<file path="src/sv/cnp_pkg.sv">
// Package for the complex-number text parser: token and result types,
// character codes and size constants. No dependencies.
package cnp_pkg;

	localparam int MAX_DIGITS = 18;
	localparam int ACC_W      = 60;
	localparam int CNT_W      = 5;
	localparam int MANT_W     = 61;
	localparam int CHAR_W     = 8;
	localparam int DIGIT_W    = 4;
	localparam int FIFO_DEPTH = 4;
	localparam int PTR_W      = $clog2(FIFO_DEPTH);
	localparam int FCNT_W     = $clog2(FIFO_DEPTH + 1);

	localparam logic [CHAR_W-1:0] CH_NUL   = 8'h00;
	localparam logic [CHAR_W-1:0] CH_I     = 8'h69;
	localparam logic [CHAR_W-1:0] CH_MINUS = 8'h2D;
	localparam logic [CHAR_W-1:0] CH_PLUS  = 8'h2B;
	localparam logic [CHAR_W-1:0] CH_DOT   = 8'h2E;
	localparam logic [CHAR_W-1:0] CH_ZERO  = 8'h30;
	localparam logic [CHAR_W-1:0] CH_NINE  = 8'h39;

	typedef enum logic [2:0] {
		TK_DIGIT,
		TK_MINUS,
		TK_PLUS,
		TK_DOT,
		TK_I,
		TK_NUL,
		TK_OTHER
	} tok_kind_t;

	typedef struct packed {
		tok_kind_t            kind;
		logic [DIGIT_W-1:0]   digit;
		logic                 last;
	} tok_t;

	typedef enum logic [1:0] {
		PH_REAL,
		PH_IMAG,
		PH_DONE
	} phase_t;

	typedef struct packed {
		logic [ACC_W-1:0] real_acc;
		logic             real_neg;
		logic [CNT_W-1:0] real_cnt;
		logic [ACC_W-1:0] imag_acc;
		logic             imag_neg;
		logic [CNT_W-1:0] imag_cnt;
		logic             ovf;
	} res_t;

endpackage

</file>
<file path="src/sv/cnp_front.sv">
// Front end: accepts characters and classifies them into tokens.
// Depends on cnp_pkg.
module cnp_front import cnp_pkg::*; (
	input  logic [CHAR_W-1:0] char_code,
	input  logic              last,
	input  logic              char_valid,
	output logic              char_ready,
	input  logic              fifo_full,
	output logic              push,
	output tok_t              tok
);

	logic is_digit;
	logic [CHAR_W-1:0] diff;

	assign char_ready = !fifo_full;
	assign push       = char_valid && !fifo_full;
	assign is_digit   = (char_code >= CH_ZERO) && (char_code <= CH_NINE);
	assign diff       = char_code - CH_ZERO;

	always_comb begin
		tok.last  = last;
		tok.digit = diff[DIGIT_W-1:0];
		if (is_digit) begin
			tok.kind = TK_DIGIT;
		end else if (char_code == CH_MINUS) begin
			tok.kind = TK_MINUS;
		end else if (char_code == CH_PLUS) begin
			tok.kind = TK_PLUS;
		end else if (char_code == CH_DOT) begin
			tok.kind = TK_DOT;
		end else if (char_code == CH_I) begin
			tok.kind = TK_I;
		end else if (char_code == CH_NUL) begin
			tok.kind = TK_NUL;
		end else begin
			tok.kind = TK_OTHER;
		end
	end

endmodule

</file>
<file path="src/sv/cnp_fifo.sv">
// Token queue between the front end and the parser core.
// Depends on cnp_pkg.
module cnp_fifo import cnp_pkg::*; (
	input  logic clk,
	input  logic arst_n,
	input  logic push,
	input  tok_t push_tok,
	output logic full,
	input  logic pop,
	output logic avail,
	output tok_t pop_tok
);

	tok_t              mem_q [FIFO_DEPTH];
	logic [PTR_W-1:0]  wr_ptr_q;
	logic [PTR_W-1:0]  rd_ptr_q;
	logic [FCNT_W-1:0] cnt_q;

	assign full    = (cnt_q == FCNT_W'(FIFO_DEPTH));
	assign avail   = (cnt_q != '0);
	assign pop_tok = mem_q[rd_ptr_q];

	always_ff @(posedge clk) begin
		if (push) begin
			mem_q[wr_ptr_q] <= push_tok;
		end
	end

	always_ff @(posedge clk or negedge arst_n) begin
		if (!arst_n) begin
			wr_ptr_q <= '0;
			rd_ptr_q <= '0;
			cnt_q    <= '0;
		end else begin
			if (push) begin
				wr_ptr_q <= wr_ptr_q + PTR_W'(1);
			end
			if (pop) begin
				rd_ptr_q <= rd_ptr_q + PTR_W'(1);
			end
			unique case ({push, pop})
				2'b10:   cnt_q <= cnt_q + FCNT_W'(1);
				2'b01:   cnt_q <= cnt_q - FCNT_W'(1);
				default: cnt_q <= cnt_q;
			endcase
		end
	end

endmodule

</file>
<file path="src/sv/cnp_back.sv">
// Parser core: runs the real/imaginary part state machine on tokens and
// captures the result as magnitudes and sign flags on the last token. Depends on cnp_pkg.
module cnp_back import cnp_pkg::*; (
	input  logic clk,
	input  logic arst_n,
	input  logic avail,
	input  tok_t tok,
	output logic pop,
	output logic res_valid,
	input  logic res_ready,
	output res_t res
);

	phase_t           phase_q, phase_n;
	logic             at_start_q, at_start_n;
	logic             stopped_q, stopped_n;
	logic             frac_q, frac_n;
	logic             lminus_q, lminus_n;
	logic             prev_minus_q, prev_minus_n;
	logic [ACC_W-1:0] real_acc_q, real_acc_n;
	logic [CNT_W-1:0] real_cnt_q, real_cnt_n;
	logic             real_neg_q, real_neg_n;
	logic [ACC_W-1:0] imag_acc_q, imag_acc_n;
	logic [CNT_W-1:0] imag_cnt_q, imag_cnt_n;
	logic             flip_q, flip_n;
	logic [CNT_W-1:0] dtotal_q, dtotal_n;
	logic             ovf_q, ovf_n;

	logic             in_imag;
	logic [ACC_W-1:0] cur_acc;
	logic [CNT_W-1:0] cur_cnt;
	logic [ACC_W-1:0] acc_x10;
	logic             skip;
	logic             res_v_q;
	res_t             res_s1;
	res_t             res_n;
	logic             s1_free;

	assign in_imag = (phase_q == PH_IMAG);
	assign cur_acc = in_imag ? imag_acc_q : real_acc_q;
	assign cur_cnt = in_imag ? imag_cnt_q : real_cnt_q;
	assign acc_x10 = (cur_acc << 3) + (cur_acc << 1) + ACC_W'(tok.digit);

	assign s1_free   = !res_v_q || res_ready;
	assign pop       = avail && (!tok.last || s1_free);
	assign res_valid = res_v_q;
	assign res       = res_s1;

	always_comb begin
		phase_n = phase_q;
		if (phase_q != PH_DONE) begin
			if (tok.kind == TK_NUL) begin
				phase_n = PH_DONE;
			end else if (phase_q == PH_REAL && tok.kind == TK_I) begin
				phase_n = PH_IMAG;
			end
		end
	end

	always_comb begin
		at_start_n   = at_start_q;
		stopped_n    = stopped_q;
		frac_n       = frac_q;
		lminus_n     = lminus_q;
		prev_minus_n = prev_minus_q;
		real_acc_n   = real_acc_q;
		real_cnt_n   = real_cnt_q;
		real_neg_n   = real_neg_q;
		imag_acc_n   = imag_acc_q;
		imag_cnt_n   = imag_cnt_q;
		flip_n       = flip_q;
		dtotal_n     = dtotal_q;
		ovf_n        = ovf_q;
		skip         = 1'b0;
		if (phase_q != PH_DONE) begin
			prev_minus_n = (tok.kind == TK_MINUS);
			if (tok.kind == TK_NUL) begin
				if (phase_q == PH_REAL) begin
					real_neg_n = lminus_q;
					lminus_n   = 1'b0;
				end
			end else if (phase_q == PH_REAL && tok.kind == TK_I) begin
				real_neg_n = lminus_q;
				lminus_n   = 1'b0;
				flip_n     = prev_minus_q;
				at_start_n = 1'b1;
				stopped_n  = 1'b0;
				frac_n     = 1'b0;
				dtotal_n   = '0;
			end else begin
				if (at_start_q) begin
					at_start_n = 1'b0;
					if (tok.kind == TK_MINUS) begin
						lminus_n = 1'b1;
						skip     = 1'b1;
					end else if (tok.kind == TK_PLUS) begin
						skip = 1'b1;
					end
				end
				if (!skip && !stopped_q) begin
					if (tok.kind == TK_DIGIT) begin
						if (dtotal_q < CNT_W'(MAX_DIGITS)) begin
							dtotal_n = dtotal_q + CNT_W'(1);
							if (in_imag) begin
								imag_acc_n = acc_x10;
								imag_cnt_n = frac_q ? cur_cnt + CNT_W'(1) : cur_cnt;
							end else begin
								real_acc_n = acc_x10;
								real_cnt_n = frac_q ? cur_cnt + CNT_W'(1) : cur_cnt;
							end
						end else begin
							ovf_n = 1'b1;
						end
					end else if (tok.kind == TK_DOT) begin
						frac_n = 1'b1;
					end else begin
						stopped_n = 1'b1;
					end
				end
			end
		end
	end

	always_comb begin
		res_n.real_acc = real_acc_n;
		res_n.real_cnt = real_cnt_n;
		res_n.real_neg = (phase_n == PH_REAL) ? lminus_n : real_neg_n;
		res_n.imag_acc = imag_acc_n;
		res_n.imag_cnt = imag_cnt_n;
		res_n.imag_neg = ((phase_n == PH_REAL) ? 1'b0 : lminus_n) ^ flip_n;
		res_n.ovf      = ovf_n;
	end

	always_ff @(posedge clk) begin
		if (pop && tok.last) begin
			res_s1 <= res_n;
		end
	end

	always_ff @(posedge clk or negedge arst_n) begin
		if (!arst_n) begin
			res_v_q      <= 1'b0;
			phase_q      <= PH_REAL;
			at_start_q   <= 1'b1;
			stopped_q    <= 1'b0;
			frac_q       <= 1'b0;
			lminus_q     <= 1'b0;
			prev_minus_q <= 1'b0;
			real_acc_q   <= '0;
			real_cnt_q   <= '0;
			real_neg_q   <= 1'b0;
			imag_acc_q   <= '0;
			imag_cnt_q   <= '0;
			flip_q       <= 1'b0;
			dtotal_q     <= '0;
			ovf_q        <= 1'b0;
		end else begin
			if (pop && tok.last) begin
				res_v_q <= 1'b1;
			end else if (res_ready) begin
				res_v_q <= 1'b0;
			end
			if (pop) begin
				if (tok.last) begin
					phase_q      <= PH_REAL;
					at_start_q   <= 1'b1;
					stopped_q    <= 1'b0;
					frac_q       <= 1'b0;
					lminus_q     <= 1'b0;
					prev_minus_q <= 1'b0;
					real_acc_q   <= '0;
					real_cnt_q   <= '0;
					real_neg_q   <= 1'b0;
					imag_acc_q   <= '0;
					imag_cnt_q   <= '0;
					flip_q       <= 1'b0;
					dtotal_q     <= '0;
					ovf_q        <= 1'b0;
				end else begin
					phase_q      <= phase_n;
					at_start_q   <= at_start_n;
					stopped_q    <= stopped_n;
					frac_q       <= frac_n;
					lminus_q     <= lminus_n;
					prev_minus_q <= prev_minus_n;
					real_acc_q   <= real_acc_n;
					real_cnt_q   <= real_cnt_n;
					real_neg_q   <= real_neg_n;
					imag_acc_q   <= imag_acc_n;
					imag_cnt_q   <= imag_cnt_n;
					flip_q       <= flip_n;
					dtotal_q     <= dtotal_n;
					ovf_q        <= ovf_n;
				end
			end
		end
	end

endmodule

</file>
<file path="src/sv/cnp_out.sv">
// Output stage: applies the signs and holds the result until it is taken.
// Depends on cnp_pkg.
module cnp_out import cnp_pkg::*; (
	input  logic                     clk,
	input  logic                     arst_n,
	input  logic                     res_valid,
	output logic                     res_ready,
	input  res_t                     res,
	output logic                     out_valid,
	input  logic                     out_ready,
	output logic signed [MANT_W-1:0] real_mantissa,
	output logic        [CNT_W-1:0]  real_frac_digits,
	output logic signed [MANT_W-1:0] imag_mantissa,
	output logic        [CNT_W-1:0]  imag_frac_digits,
	output logic                     overflow
);

	logic              valid_q;
	logic [MANT_W-1:0] real_ext;
	logic [MANT_W-1:0] imag_ext;
	logic              load;

	assign res_ready = !valid_q || out_ready;
	assign load      = res_valid && res_ready;
	assign out_valid = valid_q;
	assign real_ext  = {1'b0, res.real_acc};
	assign imag_ext  = {1'b0, res.imag_acc};

	always_ff @(posedge clk) begin
		if (load) begin
			real_mantissa    <= res.real_neg ? -real_ext : real_ext;
			real_frac_digits <= res.real_cnt;
			imag_mantissa    <= res.imag_neg ? -imag_ext : imag_ext;
			imag_frac_digits <= res.imag_cnt;
			overflow         <= res.ovf;
		end
	end

	always_ff @(posedge clk or negedge arst_n) begin
		if (!arst_n) begin
			valid_q <= 1'b0;
		end else if (res_ready) begin
			valid_q <= res_valid;
		end
	end

endmodule

</file>
<file path="src/sv/complex_number_text_parser.sv">
// Complex-number text parser, top level. One character per cycle sustained while
// the result path does not stall. After the last character is accepted, the result
// passes through the token queue, then parser core into result register, then sign stage.
// Throughput: one character per clock, set by the parser core, unless results back up.
// Reset (arst_n low, asynchronous) empties the queue and returns the parser
// to the start of a real part. Depends on cnp_pkg and the cnp_* modules.
module complex_number_text_parser import cnp_pkg::*; (
	input  logic                     clk,
	input  logic                     arst_n,
	input  logic [CHAR_W-1:0]        char_code,
	input  logic                     last,
	input  logic                     char_valid,
	output logic                     char_ready,
	output logic signed [MANT_W-1:0] real_mantissa,
	output logic        [CNT_W-1:0]  real_frac_digits,
	output logic signed [MANT_W-1:0] imag_mantissa,
	output logic        [CNT_W-1:0]  imag_frac_digits,
	output logic                     overflow,
	output logic                     res_valid,
	input  logic                     res_ready
);

	logic push;
	tok_t push_tok;
	logic fifo_full;
	logic fifo_avail;
	logic pop;
	tok_t pop_tok;
	logic core_valid;
	logic core_ready;
	res_t core_res;

	cnp_front u_front (
		.char_code (char_code),
		.last      (last),
		.char_valid(char_valid),
		.char_ready(char_ready),
		.fifo_full (fifo_full),
		.push      (push),
		.tok       (push_tok)
	);

	cnp_fifo u_fifo (
		.clk     (clk),
		.arst_n  (arst_n),
		.push    (push),
		.push_tok(push_tok),
		.full    (fifo_full),
		.pop     (pop),
		.avail   (fifo_avail),
		.pop_tok (pop_tok)
	);

	cnp_back u_back (
		.clk      (clk),
		.arst_n   (arst_n),
		.avail    (fifo_avail),
		.tok      (pop_tok),
		.pop      (pop),
		.res_valid(core_valid),
		.res_ready(core_ready),
		.res      (core_res)
	);

	cnp_out u_out (
		.clk             (clk),
		.arst_n          (arst_n),
		.res_valid       (core_valid),
		.res_ready       (core_ready),
		.res             (core_res),
		.out_valid       (res_valid),
		.out_ready       (res_ready),
		.real_mantissa   (real_mantissa),
		.real_frac_digits(real_frac_digits),
		.imag_mantissa   (imag_mantissa),
		.imag_frac_digits(imag_frac_digits),
		.overflow        (overflow)
	);

endmodule

</file>
<file path="config.mk">
export PLATFORM = sky130hd
export DESIGN_NAME = complex_number_text_parser
export DESIGN_NICKNAME = d
export VERILOG_FILES = /design/src/sv/cnp_pkg.sv /design/src/sv/cnp_front.sv /design/src/sv/cnp_fifo.sv /design/src/sv/cnp_back.sv /design/src/sv/cnp_out.sv /design/src/sv/complex_number_text_parser.sv
export SDC_FILE = /design/constraint.sdc
export NUM_CORES = 1
export LEC_CHECK = 0
export BUFFER_PORTS_ARGS = -buffer_cell sky130_fd_sc_hd__buf_4
export CELL_PAD_IN_SITES_DETAIL_PLACEMENT = 0
export CELL_PAD_IN_SITES_GLOBAL_PLACEMENT = 2
export CORE_MARGIN = 10
export CORE_UTILIZATION = 44
export DETAILED_ROUTE_END_ITERATION = 7
export GPL_ROUTABILITY_DRIVEN = 0
export GPL_TIMING_DRIVEN = 1
export HOLD_SLACK_MARGIN = 0.05
export PLACE_DENSITY_LB_ADDON = 0.15
export SLEW_MARGIN = 20
export SYNTH_ARGS = -nofsm -noshare
export SYNTH_HDL_FRONTEND = slang
export SYNTH_HIERARCHICAL = 1
export SYNTH_SLANG_ARGS = --single-unit
export TNS_END_PERCENT = 50
</file>
<file path="constraint.sdc">
create_clock -name clk -period 10.5 [get_ports clk]
set_input_delay 0.525 -clock clk [delete_from_list [all_inputs] [get_ports clk]]
set_output_delay 0.525 -clock clk [all_outputs]
set_load 0.05 [all_outputs]
</file>
==> run summary <==
====================================================================================================
Status                                                                                     completed
Worst slew slack as a fraction of its limit                                                    0.253
Avg WL per Cell                                                                              22.1 um
Number of hold violations in the final report                                                      0
Number of placement rows                                                                          87
Standard cell with the maximum stage delay on the critical path                              nor2b_4
GRT Util Overall                                                                               0.210
Dominant synthesized flop cell                                                              edfxtp_1
Fill cell instance count of the final layout                                                    5053
Clock-pin slew reported for the worst setup and hold paths after clock tree synthesis          60 ps
Ratio of final minimum period to clock period                                                  0.512
Aggregate routed wire length                                                                 71.4 mm
TritonRoute pass-1 iters                                                                           5
Power density cells                                                                       304 nW/um2
Iteration-0 DRC Markers                                                                         1783
Initial Util                                                                                   0.445
Setup TNS                                                                                       0 ps
Synthesized netlist net count                                                                   2491
Layout cells sized above 1                                                                     0.148
Floorplan die area                                                                         67100 um2
Maximum number of buffers from clock root to sink                                                  3
Max-slew violations                                                                                0
Y dimension of the die                                                                        259 um
Post-synthesis sequential element count                                                          452
Area of the placeable core                                                                 56500 um2
TritonCTS clock tree                                                                            done
Portion of total power attributed to sequential cells                                          0.389
Leakage component of the power                                                               11.7 nW
Clock latency at the later pin of the worst-skew pair                                         600 ps
Drt via density                                                                                 5.69
Post-synthesis cell count                                                                       2376
Critical path data arrival time                                                              5680 ps
Post-CTS repair timing setup buffer count                                                          0
Count of hold-fix buffers inserted at cts                                                          1
Largest incremental delay on the critical path                                                730 ps
Internal power summed over all cells                                                         4.90 mW
Depth of the CTS H-tree                                                                            2
Post-route antenna net violation count                                                             0
Worst Path Class, Setup                                                                 register to register
Final period demand of the worst path                                                        5380 ps
Critical path launch point type                                                             register
Crit path max fanout                                                                              68
Clock Power Share                                                                              0.208
Setup repair after global routing missed its margin                                               no
Non-Filler Instances                                                                            3237
Global-route wire length before repair                                                        110 mm
Avg Inst Size Synth                                                                         10.6 um2
Detailed placement HPWL                                                                      50.5 mm
Number of vias after detailed routing                                                          18400
Data required time at the worst endpoint                                                    10800 ps
Die span in x                                                                                 259 um
Post-synth EDFFs                                                                                 298
Final worst clock skew                                                                       25.7 ps
Placed instance count                                                                           3142
Number of different library cells in the post-synthesis netlist                                   94
Via count of the first global-routing pass                                                     17800
Number of buffers inserted by port buffering                                                     147
Ports placed on the boundary                                                                     148
Proportion of power drawn by combinational gates                                               0.403
Slew at the pin closest to its max-slew limit                                                1120 ps
IR drop worst, VDD                                                                            390 uV
Total overflow reported by the global router                                                       0
Synth-to-Final Area Change                                                                     12.9%
Setup violations, final                                                                            0
Sinks on the clock net                                                                           452
Number of maximum-capacitance violations                                                           0
Library cell used as clock root buffer                                                     clkbuf_16
TritonCTS Buffers                                                                                 50
Critical-path cell list                                                                 nor2b_4, buf_4, mux2i_1, inv_1, ha_1, ha_1, nand2_1, nor2_1, nand3_1, a2111oi_2, a32oi_1, o21ai_0, a21oi_1, xnor2_1, o21ai_0
Cell Area, Synth                                                                           25100 um2
Number of warning messages in the yosys log                                                        6
Antenna violations before repair                                                                   0
Sequential Area                                                                            12800 um2
Switch Pwr                                                                                   3.71 mW
Maximum operating frequency                                                                0.186 GHz
Area of the multi-input gates                                                              11600 um2
CTS resizes                                                                                        0
Largest net degree at the start of global routing                                                 83
Post-synth ARST share                                                                          0.341
Endpoint type of the worst setup path                                                       register
Switching share of power                                                                       0.431
Path class of the lowest-slack min-delay path                                           input pin to register
Sequential-to-total area share from yosys stat                                                 0.510
DRC violation count after routing                                                                  0
Number of nets in the final layout                                                              2554
====================================================================================================
## synthesized netlist by cell type, types with 54 or more instances
library cell	number	area share
a21oi_1	85	0.017
a22o_1	110	0.038
clkbuf_1	94	0.014
dfrtp_1	153	0.15
edfxtp_1	298	0.36
ha_1	99	0.049
nand2_1	475	0.071
nand3_1	64	0.013
nor2_1	92	0.014
o21ai_0	148	0.029
xnor2_1	177	0.062
xor2_1	54	0.019
## placed cells by master (no fill, tap or decap), drive strengths merged, types with 5 or more instances in the layout
master,n
a21boi,7
nor3,14
a211oi,5
a21oi,89
xnor2,178
nand2,477
or2,10
o21bai,13
nor4,15
nor2,92
mux4,8
and2,11
nor2b,6
ha,99
xor2,54
buf,164
nand2b,17
o41ai,26
clkinv,17
inv,39
a21o,21
or4,23
a22o,110
and3,7
o31ai,40
mux2i,13
o21ai,162
edfxtp,298
or3,26
o21a,16
nand4,18
a31oi,9
dfrtp,153
mux2,37
nand3,67
clkbuf,66
## logic make-up (layout without fill, tap and decap cells)
| kind of cell | after synthesis | in the layout | share of synthesized area |
|---|---|---|---|
| AO/OA/AOI/OAI | 539 | 539 | 0.150 |
| AND/OR/NAND/NOR | 802 | 802 | 0.145 |
| other | 0 | 1 | 0 |
| XOR/XNOR | 232 | 232 | 0.0812 |
| multiplexers | 58 | 58 | 0.0289 |
| flip-flops | 452 | 452 | 0.510 |
| buffers and inverters | 191 | 295 | 0.0330 |
| adder cells (fa/ha/maj) | 102 | 102 | 0.0517 |
## critical path, delay by kind of cell, from the launching register on
family	cells	cell delay (ps)
mux	1	410
xor+xnor	1	310
compound gates	5	1190
buf+inv	2	820
simple gates	4	1200
fa+ha+maj	2	660
flops	1	450
## layer usage
metal,up-vias,global-route usage,wire [um]
met1,9054,0.314,34700
li1,8719,-,-
met2,569,0.305,30000
met5,-,0,0
met3,80,0.0474,5490
met4,0,0.0436,1230
## state kept, by name, indices dropped and copies added (netlist names), 2 cells and up
| register | count |
|---|---|
| u_out/imag_frac_digits | 5 |
| u_fifo/wr_ptr_q | 2 |
| u_back/dtotal_q | 5 |
| u_out/real_mantissa | 61 |
| u_back/imag_cnt_q | 5 |
| u_back/res | 133 |
| u_out/imag_mantissa | 61 |
| u_back/real_acc_q | 60 |
| u_fifo/mem_q | 32 |
| u_fifo/rd_ptr_q | 2 |
| u_back/phase_q | 2 |
| u_fifo/cnt_q | 3 |
| u_out/real_frac_digits | 5 |
| u_back/imag_acc_q | 60 |
| u_back/real_cnt_q | 5 |
## power groups by stage
stage               clock network (mW)  logic [mW]  registers, mW
global placement                     0        3.49           3.36
detailed placement                   0        3.51           3.38
CTS                               1.84        3.52           3.35
global route                      1.90        3.72           3.43
finish                            1.79        3.47           3.35
floorplan                            0        1.53           4.21
## metrics by stage
step	hold WS (ps)	cell area [um2]	setup WS (ps)	power [mW]	util
final	142	28400	5120	8.62	0.502
after global routing	115	28400	4610	9.06	0.502
after floorplan	229	25100	5680	5.74	-
after global placement	404	26700	5150	6.84	0.472
after CTS	109	28400	5180	8.71	0.502
after detailed placement	409	26700	5170	6.89	0.472
## final cells by class
| type | instances | area share |
|---|---|---|
| Timing Repair Buffer | 165 | 0.0439 |
| Tap cell | 756 | 0.0333 |
| Antenna cell | 1 | 0.0000882 |
| Clock inverter | 27 | 0.00975 |
| Clock buffer | 66 | 0.0494 |
| Multi-Input combinational cell | 1733 | 0.407 |
| Sequential cell | 452 | 0.451 |
| Inverter | 37 | 0.00489 |
## path summary, 6_finish.rpt
path / from / end / slack [ps] / cells after the start
max in group asynchronous: arst_n / u_back/imag_acc_q[36] / 8860 / 3
max: u_back/phase_q[0] / u_back/res[56] / 5120 / 15
min reg2reg: u_back/res[68] / u_out/real_frac_digits[1] / 410 / 0
min: last / u_fifo/mem_q[1][0] / 140 / 1
max reg2reg: u_back/phase_q[0] / u_back/res[56] / 5120 / 15
min in group asynchronous: arst_n / u_back/imag_acc_q[2] / 390 / 2
No activity file was read; power rests on OpenSTA's default activity.
